**config.mk**
```make
export PLATFORM = sky130hd
export DESIGN_NAME = wire_format_vocab_parser
export DESIGN_NICKNAME = d
export VERILOG_FILES = /design/src/rtl/wfvp_pkg.sv /design/src/rtl/wfvp_decode.sv /design/src/rtl/wfvp_rsp_queue.sv /design/src/rtl/wire_format_vocab_parser.sv
export SDC_FILE = /design/constraint.sdc
export NUM_CORES = 2
export LEC_CHECK = 0
export ABC_AREA = 1
export BUFFER_PORTS_ARGS = -buffer_cell sky130_fd_sc_hd__buf_4
export CELL_PAD_IN_SITES_DETAIL_PLACEMENT = 0
export CELL_PAD_IN_SITES_GLOBAL_PLACEMENT = 1
export CORE_AREA = 2 2 284 286
export DETAILED_ROUTE_END_ITERATION = 6
export DIE_AREA = 0 0 286 288
export PLACE_DENSITY = 0.83
export REMOVE_ABC_BUFFERS = 1
export SLEW_MARGIN = 25
export SYNTH_ARGS = -nofsm -noshare
export SYNTH_HDL_FRONTEND = slang
export SYNTH_SLANG_ARGS = --single-unit
```
**constraint.sdc**
```tcl
create_clock -name clock -period 27.9 [get_ports clock]
set_input_delay 5.58 -clock clock [delete_from_list [all_inputs] [get_ports clock]]
set_output_delay 5.58 -clock clock [all_outputs]
set_load 0.05 [all_outputs]
```
**src/rtl/wfvp_pkg.sv**
```systemverilog
// Shared types and constants for the vocabulary wire-format parser.
`timescale 1ns / 1ps

package wfvp_pkg;

   // Default width limit for declared lengths
   localparam int LEN_BITS_DEFAULT = 32;

   // Results one byte may cause, and result queue depth
   localparam int MAX_RESULTS = 3;
   localparam int RES_CNT_W   = $clog2(MAX_RESULTS + 1);
   localparam int QUEUE_DEPTH = 4;

   // Varint: ten groups of seven bits at most
   localparam logic [3:0] LAST_VARINT_GROUP = 4'd9;

   // Wire types
   localparam logic [2:0] WIRE_VARINT  = 3'd0;
   localparam logic [2:0] WIRE_FIXED64 = 3'd1;
   localparam logic [2:0] WIRE_LEN     = 3'd2;
   localparam logic [2:0] WIRE_FIXED32 = 3'd5;

   // Field numbers
   localparam int FIELD_TEXT  = 1;
   localparam int FIELD_SCORE = 2;
   localparam int FIELD_TYPE  = 3;

   // Byte counts of fixed-size fields
   localparam int FIXED32_BYTES = 4;
   localparam int FIXED64_BYTES = 8;

   // Default piece type
   localparam logic [31:0] TYPE_DEFAULT = 32'd1;

   typedef enum logic [2:0] {
      KIND_TEXT_BEGIN = 3'd0,
      KIND_TEXT_BYTE  = 3'd1,
      KIND_PIECE_END  = 3'd2,
      KIND_PARSE_OK   = 3'd3,
      KIND_PARSE_ERR  = 3'd4
   } rsp_kind_type;

   typedef enum logic [2:0] {
      ERR_NONE      = 3'd0,
      ERR_OVERLONG  = 3'd1,
      ERR_TRUNCATED = 3'd2,
      ERR_OVERRUN   = 3'd3,
      ERR_BAD_WIRE  = 3'd4
   } err_code_type;

   typedef struct packed {
      rsp_kind_type kind;
      logic [7:0]   byte_value;
      logic [31:0]  text_length;
      logic [31:0]  score_bits;
      logic [31:0]  piece_kind;
      err_code_type error_code;
      logic         last_of_run;
   } rsp_item_type;

   // Results of one accepted byte, in order, for the queue
   typedef struct packed {
      rsp_item_type [MAX_RESULTS-1:0] items;
      logic [RES_CNT_W-1:0]           count;
   } push_type;

   // Parser status seen by the top level
   typedef struct packed {
      logic at_start;
      logic stopped;
   } status_type;

endpackage

```
**src/rtl/wfvp_decode.sv**
```systemverilog
// Byte decoder: parser state registers and per-byte next-state and result logic.
`timescale 1ns / 1ps

module wfvp_decode #(
   parameter int LEN_BITS = wfvp_pkg::LEN_BITS_DEFAULT
) (
   input  logic                 clock,
   input  logic                 reset,
   input  logic                 accept,
   input  logic [7:0]           data_byte,
   input  logic                 last,
   output wfvp_pkg::push_type   push,
   output wfvp_pkg::status_type status
);
   import wfvp_pkg::*;

   typedef enum logic [3:0] {
      PH_TOP_KEY,
      PH_TOP_LEN,
      PH_TOP_SKIP_VARINT,
      PH_TOP_SKIP_LEN,
      PH_TOP_SKIP_BYTES,
      PH_IN_KEY,
      PH_IN_TEXT_LEN,
      PH_IN_TEXT,
      PH_IN_SCORE,
      PH_IN_TYPE,
      PH_IN_SKIP_VARINT,
      PH_IN_SKIP_LEN,
      PH_IN_SKIP_BYTES
   } phase_type;

   function automatic logic is_inside(input phase_type ph);
      logic r;
      case (ph)
         PH_IN_KEY, PH_IN_TEXT_LEN, PH_IN_TEXT, PH_IN_SCORE, PH_IN_TYPE,
         PH_IN_SKIP_VARINT, PH_IN_SKIP_LEN, PH_IN_SKIP_BYTES: r = 1'b1;
         default: r = 1'b0;
      endcase
      return r;
   endfunction

   phase_type            phase_ff, phase_in;
   logic [63:0]          vval_ff, vval_in;
   logic [3:0]           grp_ff, grp_in;
   logic [2:0]           wire_ff, wire_in;
   logic [LEN_BITS-1:0]  piece_ff, piece_in;
   logic [LEN_BITS-1:0]  field_ff, field_in;
   logic [31:0]          score_ff, score_in;
   logic [31:0]          ptype_ff, ptype_in;
   logic                 stopped_ff, stopped_in;

   logic                 in_piece;
   logic [LEN_BITS-1:0]  pr_dec;
   logic [6:0]           shamt;
   logic [63:0]          vnew;
   logic [63:0]          vscore;
   logic                 v_more;
   logic                 overlong;
   logic                 v_wide;
   logic [2:0]           key_wire;
   logic                 key_text, key_score, key_type;
   logic [LEN_BITS-1:0]  skip_n;
   err_code_type         err;
   logic                 emit_a, emit_b, emit_f, do_clear;
   rsp_item_type         item_a, item_b, item_f;
   rsp_item_type [MAX_RESULTS-1:0] items;
   logic [RES_CNT_W-1:0] res_n;

   // Varint and score byte accumulation
   always_comb begin
      shamt    = {grp_ff, 3'b000} - {3'b000, grp_ff};
      vnew     = vval_ff | ({57'b0, data_byte[6:0]} << shamt);
      vscore   = vval_ff | ({56'b0, data_byte} << {grp_ff[1:0], 3'b000});
      v_more   = data_byte[7];
      overlong = v_more && (grp_ff == LAST_VARINT_GROUP);
      v_wide   = (vnew >> LEN_BITS) != 64'd0;
      key_wire = vnew[2:0];
      key_text  = (vnew[63:3] == 61'(FIELD_TEXT))  && (key_wire == WIRE_LEN);
      key_score = (vnew[63:3] == 61'(FIELD_SCORE)) && (key_wire == WIRE_FIXED32);
      key_type  = (vnew[63:3] == 61'(FIELD_TYPE))  && (key_wire == WIRE_VARINT);
      skip_n   = (key_wire == WIRE_FIXED64) ? LEN_BITS'(FIXED64_BYTES)
                                            : LEN_BITS'(FIXED32_BYTES);
      in_piece = is_inside(phase_ff);
      pr_dec   = in_piece ? piece_ff - LEN_BITS'(1) : piece_ff;
   end

   // Next state and results for one byte
   always_comb begin
      phase_in   = phase_ff;
      vval_in    = vval_ff;
      grp_in     = grp_ff;
      wire_in    = wire_ff;
      piece_in   = pr_dec;
      field_in   = field_ff;
      score_in   = score_ff;
      ptype_in   = ptype_ff;
      stopped_in = stopped_ff;
      err        = ERR_NONE;
      emit_a     = 1'b0;
      emit_b     = 1'b0;
      emit_f     = 1'b0;
      do_clear   = 1'b0;
      item_a     = '0;
      item_b     = '0;
      item_f     = '0;

      if (stopped_ff) begin
         // Drop bytes until the buffer closes
         do_clear = last;
      end else begin
         case (phase_ff)
            PH_TOP_KEY, PH_IN_KEY: begin
               if (overlong) begin
                  err = ERR_OVERLONG;
               end else if (!v_more) begin
                  vval_in = '0;
                  grp_in  = '0;
                  wire_in = key_wire;
                  if (key_text) begin
                     phase_in = in_piece ? PH_IN_TEXT_LEN : PH_TOP_LEN;
                  end else if (in_piece && key_score) begin
                     if (pr_dec < LEN_BITS'(FIXED32_BYTES)) begin
                        err = ERR_TRUNCATED;
                     end else begin
                        field_in = LEN_BITS'(FIXED32_BYTES);
                        phase_in = PH_IN_SCORE;
                     end
                  end else if (in_piece && key_type) begin
                     phase_in = PH_IN_TYPE;
                  end else begin
                     // Skip an unknown field
                     case (key_wire)
                        WIRE_VARINT: begin
                           phase_in = in_piece ? PH_IN_SKIP_VARINT : PH_TOP_SKIP_VARINT;
                        end
                        WIRE_LEN: begin
                           phase_in = in_piece ? PH_IN_SKIP_LEN : PH_TOP_SKIP_LEN;
                        end
                        WIRE_FIXED64, WIRE_FIXED32: begin
                           if (in_piece && (pr_dec < skip_n)) begin
                              err = ERR_TRUNCATED;
                           end else begin
                              field_in = skip_n;
                              phase_in = in_piece ? PH_IN_SKIP_BYTES : PH_TOP_SKIP_BYTES;
                           end
                        end
                        default: begin
                           err = ERR_BAD_WIRE;
                        end
                     endcase
                  end
               end else begin
                  vval_in = vnew;
                  grp_in  = grp_ff + 4'd1;
               end
            end
            PH_TOP_LEN: begin
               if (overlong) begin
                  err = ERR_OVERLONG;
               end else if (!v_more) begin
                  vval_in = '0;
                  grp_in  = '0;
                  if (v_wide) begin
                     err = ERR_OVERRUN;
                  end else begin
                     score_in = '0;
                     ptype_in = TYPE_DEFAULT;
                     if (vnew == 64'd0) begin
                        // Empty piece ends at once
                        emit_a = 1'b1;
                        item_a.kind       = KIND_PIECE_END;
                        item_a.piece_kind = TYPE_DEFAULT;
                        phase_in = PH_TOP_KEY;
                     end else begin
                        piece_in = vnew[LEN_BITS-1:0];
                        phase_in = PH_IN_KEY;
                     end
                  end
               end else begin
                  vval_in = vnew;
                  grp_in  = grp_ff + 4'd1;
               end
            end
            PH_TOP_SKIP_VARINT, PH_IN_SKIP_VARINT, PH_IN_TYPE: begin
               if (overlong) begin
                  err = ERR_OVERLONG;
               end else if (!v_more) begin
                  vval_in = '0;
                  grp_in  = '0;
                  if (phase_ff == PH_IN_TYPE) begin
                     ptype_in = vnew[31:0];
                  end
                  phase_in = in_piece ? PH_IN_KEY : PH_TOP_KEY;
               end else begin
                  vval_in = vnew;
                  grp_in  = grp_ff + 4'd1;
               end
            end
            PH_TOP_SKIP_LEN, PH_IN_SKIP_LEN, PH_IN_TEXT_LEN: begin
               if (overlong) begin
                  err = ERR_OVERLONG;
               end else if (!v_more) begin
                  vval_in = '0;
                  grp_in  = '0;
                  if (in_piece ? (vnew > 64'(pr_dec)) : v_wide) begin
                     err = ERR_OVERRUN;
                  end else begin
                     if (phase_ff == PH_IN_TEXT_LEN) begin
                        emit_a = 1'b1;
                        item_a.kind        = KIND_TEXT_BEGIN;
                        item_a.text_length = vnew[31:0];
                     end
                     field_in = vnew[LEN_BITS-1:0];
                     if (vnew == 64'd0) begin
                        phase_in = in_piece ? PH_IN_KEY : PH_TOP_KEY;
                     end else if (phase_ff == PH_IN_TEXT_LEN) begin
                        phase_in = PH_IN_TEXT;
                     end else begin
                        phase_in = in_piece ? PH_IN_SKIP_BYTES : PH_TOP_SKIP_BYTES;
                     end
                  end
               end else begin
                  vval_in = vnew;
                  grp_in  = grp_ff + 4'd1;
               end
            end
            PH_IN_TEXT: begin
               emit_a = 1'b1;
               item_a.kind       = KIND_TEXT_BYTE;
               item_a.byte_value = data_byte;
               field_in = field_ff - LEN_BITS'(1);
               if (field_ff == LEN_BITS'(1)) begin
                  phase_in = PH_IN_KEY;
               end
            end
            PH_IN_SCORE: begin
               // Little-endian score bytes
               vval_in  = vscore;
               grp_in   = grp_ff + 4'd1;
               field_in = field_ff - LEN_BITS'(1);
               if (field_ff == LEN_BITS'(1)) begin
                  score_in = vscore[31:0];
                  vval_in  = '0;
                  grp_in   = '0;
                  phase_in = PH_IN_KEY;
               end
            end
            PH_TOP_SKIP_BYTES, PH_IN_SKIP_BYTES: begin
               field_in = field_ff - LEN_BITS'(1);
               if (field_ff == LEN_BITS'(1)) begin
                  phase_in = in_piece ? PH_IN_KEY : PH_TOP_KEY;
               end
            end
            default: begin
               phase_in = PH_TOP_KEY;
            end
         endcase

         // Close the piece when its length runs out
         if ((err == ERR_NONE) && in_piece && (pr_dec == '0)) begin
            if ((phase_in == PH_IN_KEY) && (grp_in == '0)) begin
               emit_b = 1'b1;
               item_b.kind       = KIND_PIECE_END;
               item_b.score_bits = score_in;
               item_b.piece_kind = ptype_in;
               phase_in = PH_TOP_KEY;
            end else begin
               err = ERR_TRUNCATED;
            end
         end

         // Report an error, or close the buffer on its last byte
         if (err != ERR_NONE) begin
            emit_f = 1'b1;
            item_f.kind       = KIND_PARSE_ERR;
            item_f.error_code = err;
            do_clear = 1'b1;
         end else if (last) begin
            emit_f = 1'b1;
            do_clear = 1'b1;
            if ((phase_in == PH_TOP_KEY) && (grp_in == '0)) begin
               item_f.kind = KIND_PARSE_OK;
            end else if (is_inside(phase_in) ||
                         ((phase_in == PH_TOP_SKIP_BYTES) && (wire_in == WIRE_LEN))) begin
               item_f.kind       = KIND_PARSE_ERR;
               item_f.error_code = ERR_OVERRUN;
            end else begin
               item_f.kind       = KIND_PARSE_ERR;
               item_f.error_code = ERR_TRUNCATED;
            end
         end
      end

      if (do_clear) begin
         phase_in   = PH_TOP_KEY;
         vval_in    = '0;
         grp_in     = '0;
         wire_in    = '0;
         piece_in   = '0;
         field_in   = '0;
         score_in   = '0;
         ptype_in   = TYPE_DEFAULT;
         stopped_in = !stopped_ff && (err != ERR_NONE) && !last;
      end
   end

   // Pack results in order and mark the final one
   always_comb begin
      items = '0;
      res_n = '0;
      if (emit_a) begin
         items[res_n] = item_a;
         res_n = res_n + RES_CNT_W'(1);
      end
      if (emit_b) begin
         items[res_n] = item_b;
         res_n = res_n + RES_CNT_W'(1);
      end
      if (emit_f) begin
         items[res_n] = item_f;
         res_n = res_n + RES_CNT_W'(1);
      end
      if (res_n != '0) begin
         items[res_n - RES_CNT_W'(1)].last_of_run = 1'b1;
      end
      push.items = items;
      push.count = accept ? res_n : '0;
   end

   assign status.at_start = (phase_ff == PH_TOP_KEY) && (grp_ff == '0) && !stopped_ff;
   assign status.stopped  = stopped_ff;

   // Hold parser state; advance on each accepted beat
   always_ff @(posedge clock) begin
      if (reset) begin
         phase_ff   <= PH_TOP_KEY;
         vval_ff    <= '0;
         grp_ff     <= '0;
         wire_ff    <= '0;
         piece_ff   <= '0;
         field_ff   <= '0;
         score_ff   <= '0;
         ptype_ff   <= TYPE_DEFAULT;
         stopped_ff <= 1'b0;
      end else if (accept) begin
         phase_ff   <= phase_in;
         vval_ff    <= vval_in;
         grp_ff     <= grp_in;
         wire_ff    <= wire_in;
         piece_ff   <= piece_in;
         field_ff   <= field_in;
         score_ff   <= score_in;
         ptype_ff   <= ptype_in;
         stopped_ff <= stopped_in;
      end
   end

endmodule

```
**src/rtl/wfvp_rsp_queue.sv**
```systemverilog
// Result queue: takes up to three results a cycle, hands out one per beat.
`timescale 1ns / 1ps

module wfvp_rsp_queue (
   input  logic                   clock,
   input  logic                   reset,
   input  wfvp_pkg::push_type     push,
   input  logic                   pop,
   output wfvp_pkg::rsp_item_type head,
   output logic                   head_valid,
   output logic                   room
);
   import wfvp_pkg::*;

   localparam int PTR_W = $clog2(QUEUE_DEPTH);
   localparam int CNT_W = $clog2(QUEUE_DEPTH + 1);

   rsp_item_type           entry_ff [QUEUE_DEPTH];
   logic [PTR_W-1:0]       wr_ptr_ff, wr_ptr_in;
   logic [PTR_W-1:0]       rd_ptr_ff, rd_ptr_in;
   logic [CNT_W-1:0]       count_ff, count_in;

   assign head       = entry_ff[rd_ptr_ff];
   assign head_valid = (count_ff != '0);
   assign room       = (count_ff <= CNT_W'(QUEUE_DEPTH - MAX_RESULTS));

   // Advance pointers and occupancy
   always_comb begin
      wr_ptr_in = wr_ptr_ff + PTR_W'(push.count);
      rd_ptr_in = rd_ptr_ff + PTR_W'(pop);
      count_in  = count_ff + CNT_W'(push.count) - CNT_W'(pop);
   end

   always_ff @(posedge clock) begin
      if (reset) begin
         wr_ptr_ff <= '0;
         rd_ptr_ff <= '0;
         count_ff  <= '0;
      end else begin
         wr_ptr_ff <= wr_ptr_in;
         rd_ptr_ff <= rd_ptr_in;
         count_ff  <= count_in;
      end
   end

   // Write the new results behind the tail
   always_ff @(posedge clock) begin
      for (int i = 0; i < MAX_RESULTS; i++) begin
         if (RES_CNT_W'(i) < push.count) begin
            entry_ff[wr_ptr_ff + PTR_W'(i)] <= push.items[i];
         end
      end
   end

endmodule

```
**src/rtl/wire_format_vocab_parser.sv**
```systemverilog
// Top level of the vocabulary wire-format parser.
`timescale 1ns / 1ps

// Streams a serialized vocabulary in one byte per beat and returns text-begin,
// text-byte, piece-end and a closing parse-ok or parse-error result. Each byte
// is decoded in the cycle it is accepted, so a byte can be taken every cycle;
// a byte causes zero to three results, which go to a four-entry result queue
// drained one result per cycle. The input stalls while more than one result
// is queued, so sustained input is one byte per cycle as long as bytes average
// at most one result and the result side does not stall. After an error the
// block discards bytes silently up to the byte flagged last; after any last
// byte it is back at reset state. When a length runs past the buffer, results
// already delivered for that buffer are tentative. No clearing pass is needed.
module wire_format_vocab_parser #(
   parameter int LEN_BITS = wfvp_pkg::LEN_BITS_DEFAULT
) (
   input  logic               clock,
   input  logic               reset,
   input  logic               req_valid,
   output logic               req_stall,
   input  logic [7:0]         req_data_byte,
   input  logic               req_last,
   output logic               rsp_valid,
   input  logic               rsp_stall,
   output logic [2:0]         rsp_kind,
   output logic [7:0]         rsp_byte_value,
   output logic [31:0]        rsp_text_length,
   output logic [31:0]        rsp_score_bits,
   output logic signed [31:0] rsp_piece_kind,
   output logic [2:0]         rsp_error_code,
   output logic               rsp_last_of_run
);
   import wfvp_pkg::*;

   logic         req_fire;
   logic         rsp_fire;
   logic         room;
   push_type     push;
   status_type   status;
   rsp_item_type head;

   assign req_stall = !room;
   assign req_fire  = req_valid && !req_stall;
   assign rsp_fire  = rsp_valid && !rsp_stall;

   wfvp_decode #(
      .LEN_BITS (LEN_BITS)
   ) u_decode (
      .clock     (clock),
      .reset     (reset),
      .accept    (req_fire),
      .data_byte (req_data_byte),
      .last      (req_last),
      .push      (push),
      .status    (status)
   );

   wfvp_rsp_queue u_queue (
      .clock      (clock),
      .reset      (reset),
      .push       (push),
      .pop        (rsp_fire),
      .head       (head),
      .head_valid (rsp_valid),
      .room       (room)
   );

   // Drive result ports from the queue head
   assign rsp_kind        = head.kind;
   assign rsp_byte_value  = head.byte_value;
   assign rsp_text_length = head.text_length;
   assign rsp_score_bits  = head.score_bits;
   assign rsp_piece_kind  = $signed(head.piece_kind);
   assign rsp_error_code  = head.error_code;
   assign rsp_last_of_run = head.last_of_run;

   // A last byte always leaves the parser at the buffer start
   a_last_restarts: assert property (@(posedge clock) disable iff (reset)
      req_fire && req_last |=> status.at_start)
      else $error("parser not at buffer start after last byte");

   // A result only leaves the queue when taken
   a_no_lost_result: assert property (@(posedge clock) disable iff (reset)
      $fell(rsp_valid) |-> $past(rsp_valid && !rsp_stall))
      else $error("result dropped without handshake");

   // Bytes after an error give no results
   a_stopped_silent: assert property (@(posedge clock) disable iff (reset)
      req_fire && status.stopped |-> push.count == '0)
      else $error("result produced while discarding bytes");

endmodule

```
# Word-level counts from Yosys, hierarchy flattened
# Memory sizes are Yosys's and may differ from the RTL's. A register that Yosys moved wholly into a read port is not among the register bits.
# Cells that the tools add are included.
[word_totals] regBits=211 ram_bits=444 rom_bits=32 wordCells=324 n_memories=3
[memory_table] memory="u_queue.entry_ff" depth=4 width=111 rd=1 rd_clocked_by_memory_dff=1 wr=3 line_no="wfvp_rsp_queue.sv:18" text="rsp_item_type entry_ff [QUEUE_DEPTH];"
[memory_table] memory="(name not given)" depth=16 width=1 rd=1 rd_clocked_by_memory_dff=0 wr=0 line_no="wfvp_decode.sv:35" text="case (ph)"
[memory_table] memory="(name not given)" depth=16 width=1 rd=1 rd_clocked_by_memory_dff=1 wr=0 line_no="wfvp_decode.sv:35"
[classes] n_addsub=13 magnitude_cmp=13 eq_ne=35 shift=2 n_mux=193 n_bitwise=2 n_reduce_logical=51
[op_table] op="$mux W32" count=45
[op_table] op="$bwmux W333" count=3
[op_table] op="$mux W333" count=3
[op_table] op="$demux W111 S2" count=3
[op_table] op="$mux W64" count=8
[op_table] op="$mux W111" count=3
[op_table] op="$mux W4" count=37
[op_table] op="$or A64 B64 Y64" count=2
[op_table] op="$pmux W32 S2" count=2
[op_table] op="$pmux W64 S2" count=1
[op_table] op="$eq A61 B2 Y1 const B" count=2
[op_table] op="$mux W3" count=36
[op_table] op="$pmux W32 S3" count=1
[op_table] op="$gt A64 B32 Y1" count=1
[op_table] op="$logic_not A64 Y1" count=1
[op_table] op="$reduce_bool A64 Y1" count=1
[op_table] op="$shl A7 B7 Y64" count=1
[op_table] op="$shl A8 B5 Y64" count=1
[op_table] op="$sub A32 B1 Y32 const B" count=2
[op_table] op="$eq A61 B1 Y1 const B" count=1
[op_table] op="$mux W43" count=1
[op_table] op="$eq A32 B1 Y1 const B" count=1
[op_table] op="$logic_not A32 Y1" count=1
[op_table] op="$lt A32 B3 Y1 const B" count=1
[op_table] op="54 further kinds" count=151

# Depth between registers and ports, before layout
[depth] ltp_word=37 ltp_mapped=50

# Hierarchy
# Synthesis repeated with hierarchy kept, for this count alone.
[hier_totals] cells_unflattened=7467 area_unflattened_um2=48461.5
[by_module_without_submodules] mod="wfvp_rsp_queue" n_inst=1 cells_per_inst=4046 area_each_um2=29065.4 seq_area_each_um2=13472.9
[by_module_without_submodules] mod="wfvp_decode" n_inst=1 cells_per_inst=3416 area_each_um2=19374.8 seq_area_each_um2=4103.9
[by_module_without_submodules] mod="wire_format_vocab_parser" n_inst=1 cells_per_inst=5 area_each_um2=21.3 seq_area_each_um2=0.0

# Least setup slack after synthesis
# No wires, ideal clock.
[synth_timing] path_kind="input to register" startpoint="in req_data_byte[1]" endpoint="mem u_queue.entry_ff[0][0] (netlist bit) (enable)" setup_time_ns=1.280 arrival_time_ns=11.746 t_required_ns=26.620 slack_ns=14.874 cell_stages=31 path_buffers=1 path_cell_list="nand2_1 > nand3_1 > nand3_1 > nand3_1 > nand3_1 > nor2_1 > nor2_2 > inv_1 > ha_1 > nand2_1 > nor4_1 > nand2_1 > nand3_1 > nand2_1 > nand2_1 > nand3_1 > nand3_1 > o21ai_1 > nand2_1 > nand3_1 > nor2_2 > nand3_2 > nor3_1 > nand2_1 > ha_1 > nand3_2 > nand2_1 > inv_2 > nand2_4 > buf_2 > nand3_1"
[synth_lines] item="from (decl)" line_no="wire_format_vocab_parser.sv:21" text="input logic [7:0] req_data_byte,"
[synth_lines] item="to (decl)" line_no="wfvp_rsp_queue.sv:18"

==> results.cfg <==
[cts]
post_cts_buffers = 0
max-clock-path-buffers = 3
cts.root.buffer_cell = clkbuf_16
clk_pin_slew_ps = 50
cts_tree = built
htree_num_levels = 3
clock-sinks = 656
clk_latency_ps = 660
cts_hold_buf = 0
cts_buffers = 73
post_cts_resized = 0

[yosys]
yosys-top-cells-count = 1468 x nor2_1, 763 x nand2_1, 476 x o21ai_0
syn_area_per_cell_um2 = 7.29
synth_area_leaders = edfxtp_1 34%, nor2_1 14%, dfxtp_1 11%
yosysTopAreaCell = edfxtp_1
synth_top_area_share_pct = 33.9
ys_seq_elements = 656
synth_edf_count = 444
yosys_warnings = 0
async_flop_share_pct = 0
syn_area_um2 = 39300
synth.most_common_cell = nor2_1
ys_types = 55
synthFlopType = edfxtp_1
synth-seq-area-share_pct = 44.7
syn_inst = 5392

[pwr]
power_mw = 4.06
p_leak_nw = 17.3
power.density_nw_per_um2 = 94.5
vdd_ir_drop_max_mv = 0.0760

[route]
ant_nets = 0
remaining_drc_errors = 3
vias_per_cell = 5.90
post_drt_wl_per_cell_um = 22.5
finalWirelength_mm = 144
vias = 37800
drtIter0Drc = 3963
dr.pass1.iters = 7

[worst_setup_path]
cp-start-kind = input pin
crit_path_top_delay_cell = nand3_4
critical_path.most_common_cell = nand2_1
arrival_ps = 13490
cp_max_fo = 73
cp.required_ps = 28150
worst_setup_path_end_kind = flop
critical_path_class = in -> reg
slowest_delay_ps = 1000

[global_route]
grt_overflow = 0
grt_max_degree = 95
grtUsageTotal_pct = 34.0
grt_pass1_wl_mm = 216
grt_pass1_vias = 34600
antenna_found_initial = 6

[floorplanning]
die_h_um = 288
coreArea_um2 = 79600
initial_core_util_pct = 49.3
die_w_um = 286
io_pins = 126
dieArea_um2 = 82400
rows = 104

[timing]
finalWorstSetupSlack_ps = 14660
maxSlewHeadroom_pct = 27.1
setup_viol = 0
skew_ps = 32.2
hold-worst-slack_ps = 466
finalMaxSlewViolations = 0
hold_viol_final = 0
worst_pin_slew_ps = 1090
rsz0062_at_grt = no
timing.final.crit_share_pct = 47.5
clock.fmax_mhz = 75.5
min_period_ps = 13240
tns_ps = 0

[layout]
areaGrowthSynthToFinish_pct = 9.48
multi_input_area_um2 = 19100
ff_latch_area_um2 = 17600
fin_nets = 5357
final_cells = 6414
drive_gt1_share_pct = 8.44
design_area_um2 = 43000
postLayoutCoreUtil_pct = 54.0
diodes = 0
fillers = 7800

[placed_design]
dp_hpwl_mm = 92.4
preCtsSetupSlack_ps = 13510
gp_congestion = 0.998
placed_area_um2 = 40500
port_buffers = 125
dp_cells = 6278

[outcome]
violations = DRC
status = complete, but fails checks

[flow_run]
drv_cap = 0

[min_path]
hp-class = reg -> reg
cell families (layout without fill, tap and decap cells):
group                      after synthesis  count (layout)  share of synthesized area [%]
adders and majority gates               50              50                           1.61
buffers and inverters                  671             633                           6.97
and+or+nand+nor                       2764            2764                           29.3
xor gates and xnor gates                27              27                          0.602
DFF                                    656             656                           44.7
AOI/OAI and AO/OA                     1224            1224                           16.8
power by group:
group          total (mW)  switching (mW)  internal (mW)
clock                1.01           0.434          0.575
sequential           1.27          0.0648           1.21
combinational        1.78            1.34          0.439
total                4.06            1.84           2.22
path summary, 6_finish.rpt:
check / from / to / slack [ps] / cells after the start
worst min-delay path: u_decode.ptype_ff[24] / u_decode.ptype_ff[24] / 470 / 2
worst max register to register: u_decode.grp_ff[0] / u_queue.entry_ff[1][94] / 17500 / 35
worst max-delay path: req_data_byte[1] / u_queue.entry_ff[1][94] / 14660 / 34
worst min register to register: u_decode.ptype_ff[24] / u_decode.ptype_ff[24] / 470 / 2
sequential cells by signal, summed over array words and instances, names as in the netlist, 2 cells and up:
name	flops
u_queue.entry_ff	444
u_decode.vval_ff	64
u_decode.field_ff	32
u_decode.piece_ff	32
u_decode.ptype_ff	32
u_decode.score_ff	32
u_decode.grp_ff	4
u_decode.phase_ff	4
u_decode.wire_ff	3
u_queue.count_ff	3
u_queue.rd_ptr_ff	2
u_queue.wr_ptr_ff	2
layer usage:
metal  wire length [um]  vias to the layer above  part of all wire, %  global-route usage, %
li1                   -                    17900                    -                      -
met1              61400                    18000                   43                   47.5
met2              65900                     1613                   46                   53.8
met3              11300                      263                  7.8                   4.64
met4               5530                        6                  3.8                   12.7
met5                 42                        -                0.029                      0
worst max-delay path, delay by kind of cell:
kind	cells	cell delay (ps)
AO/OA/AOI/OAI	1	630
AND/OR/NAND/NOR	27	5440
buffers and inverters	4	1230
adder cells (fa/ha/maj)	2	430
cell usage in the layout, fill, tap and decap left out, types with 27 or more instances in the layout:
cell          n
a21oi_1     288
buf_4       175
clkbuf_16    74
dfxtp_1     210
edfxtp_1    444
ha_1         49
inv_1       288
inv_2        27
nand2_1     761
nand3_1     253
nand4_1      66
nor2_1     1465
nor3_1       83
o211ai_1     34
o21ai_0     476
o21ai_1     225
o22ai_1     119
or2_2        59
area by class of cell:
type,instances,share of cell area [%]
Clock buffer,102,4.67
Clock inverter,33,1.01
Inverter,320,2.81
Multi-Input combinational cell,4065,44.4
Sequential cell,656,40.9
Tap cell,1060,3.08
Timing Repair Buffer,178,3.15
(Power assumes the default switching activity.)
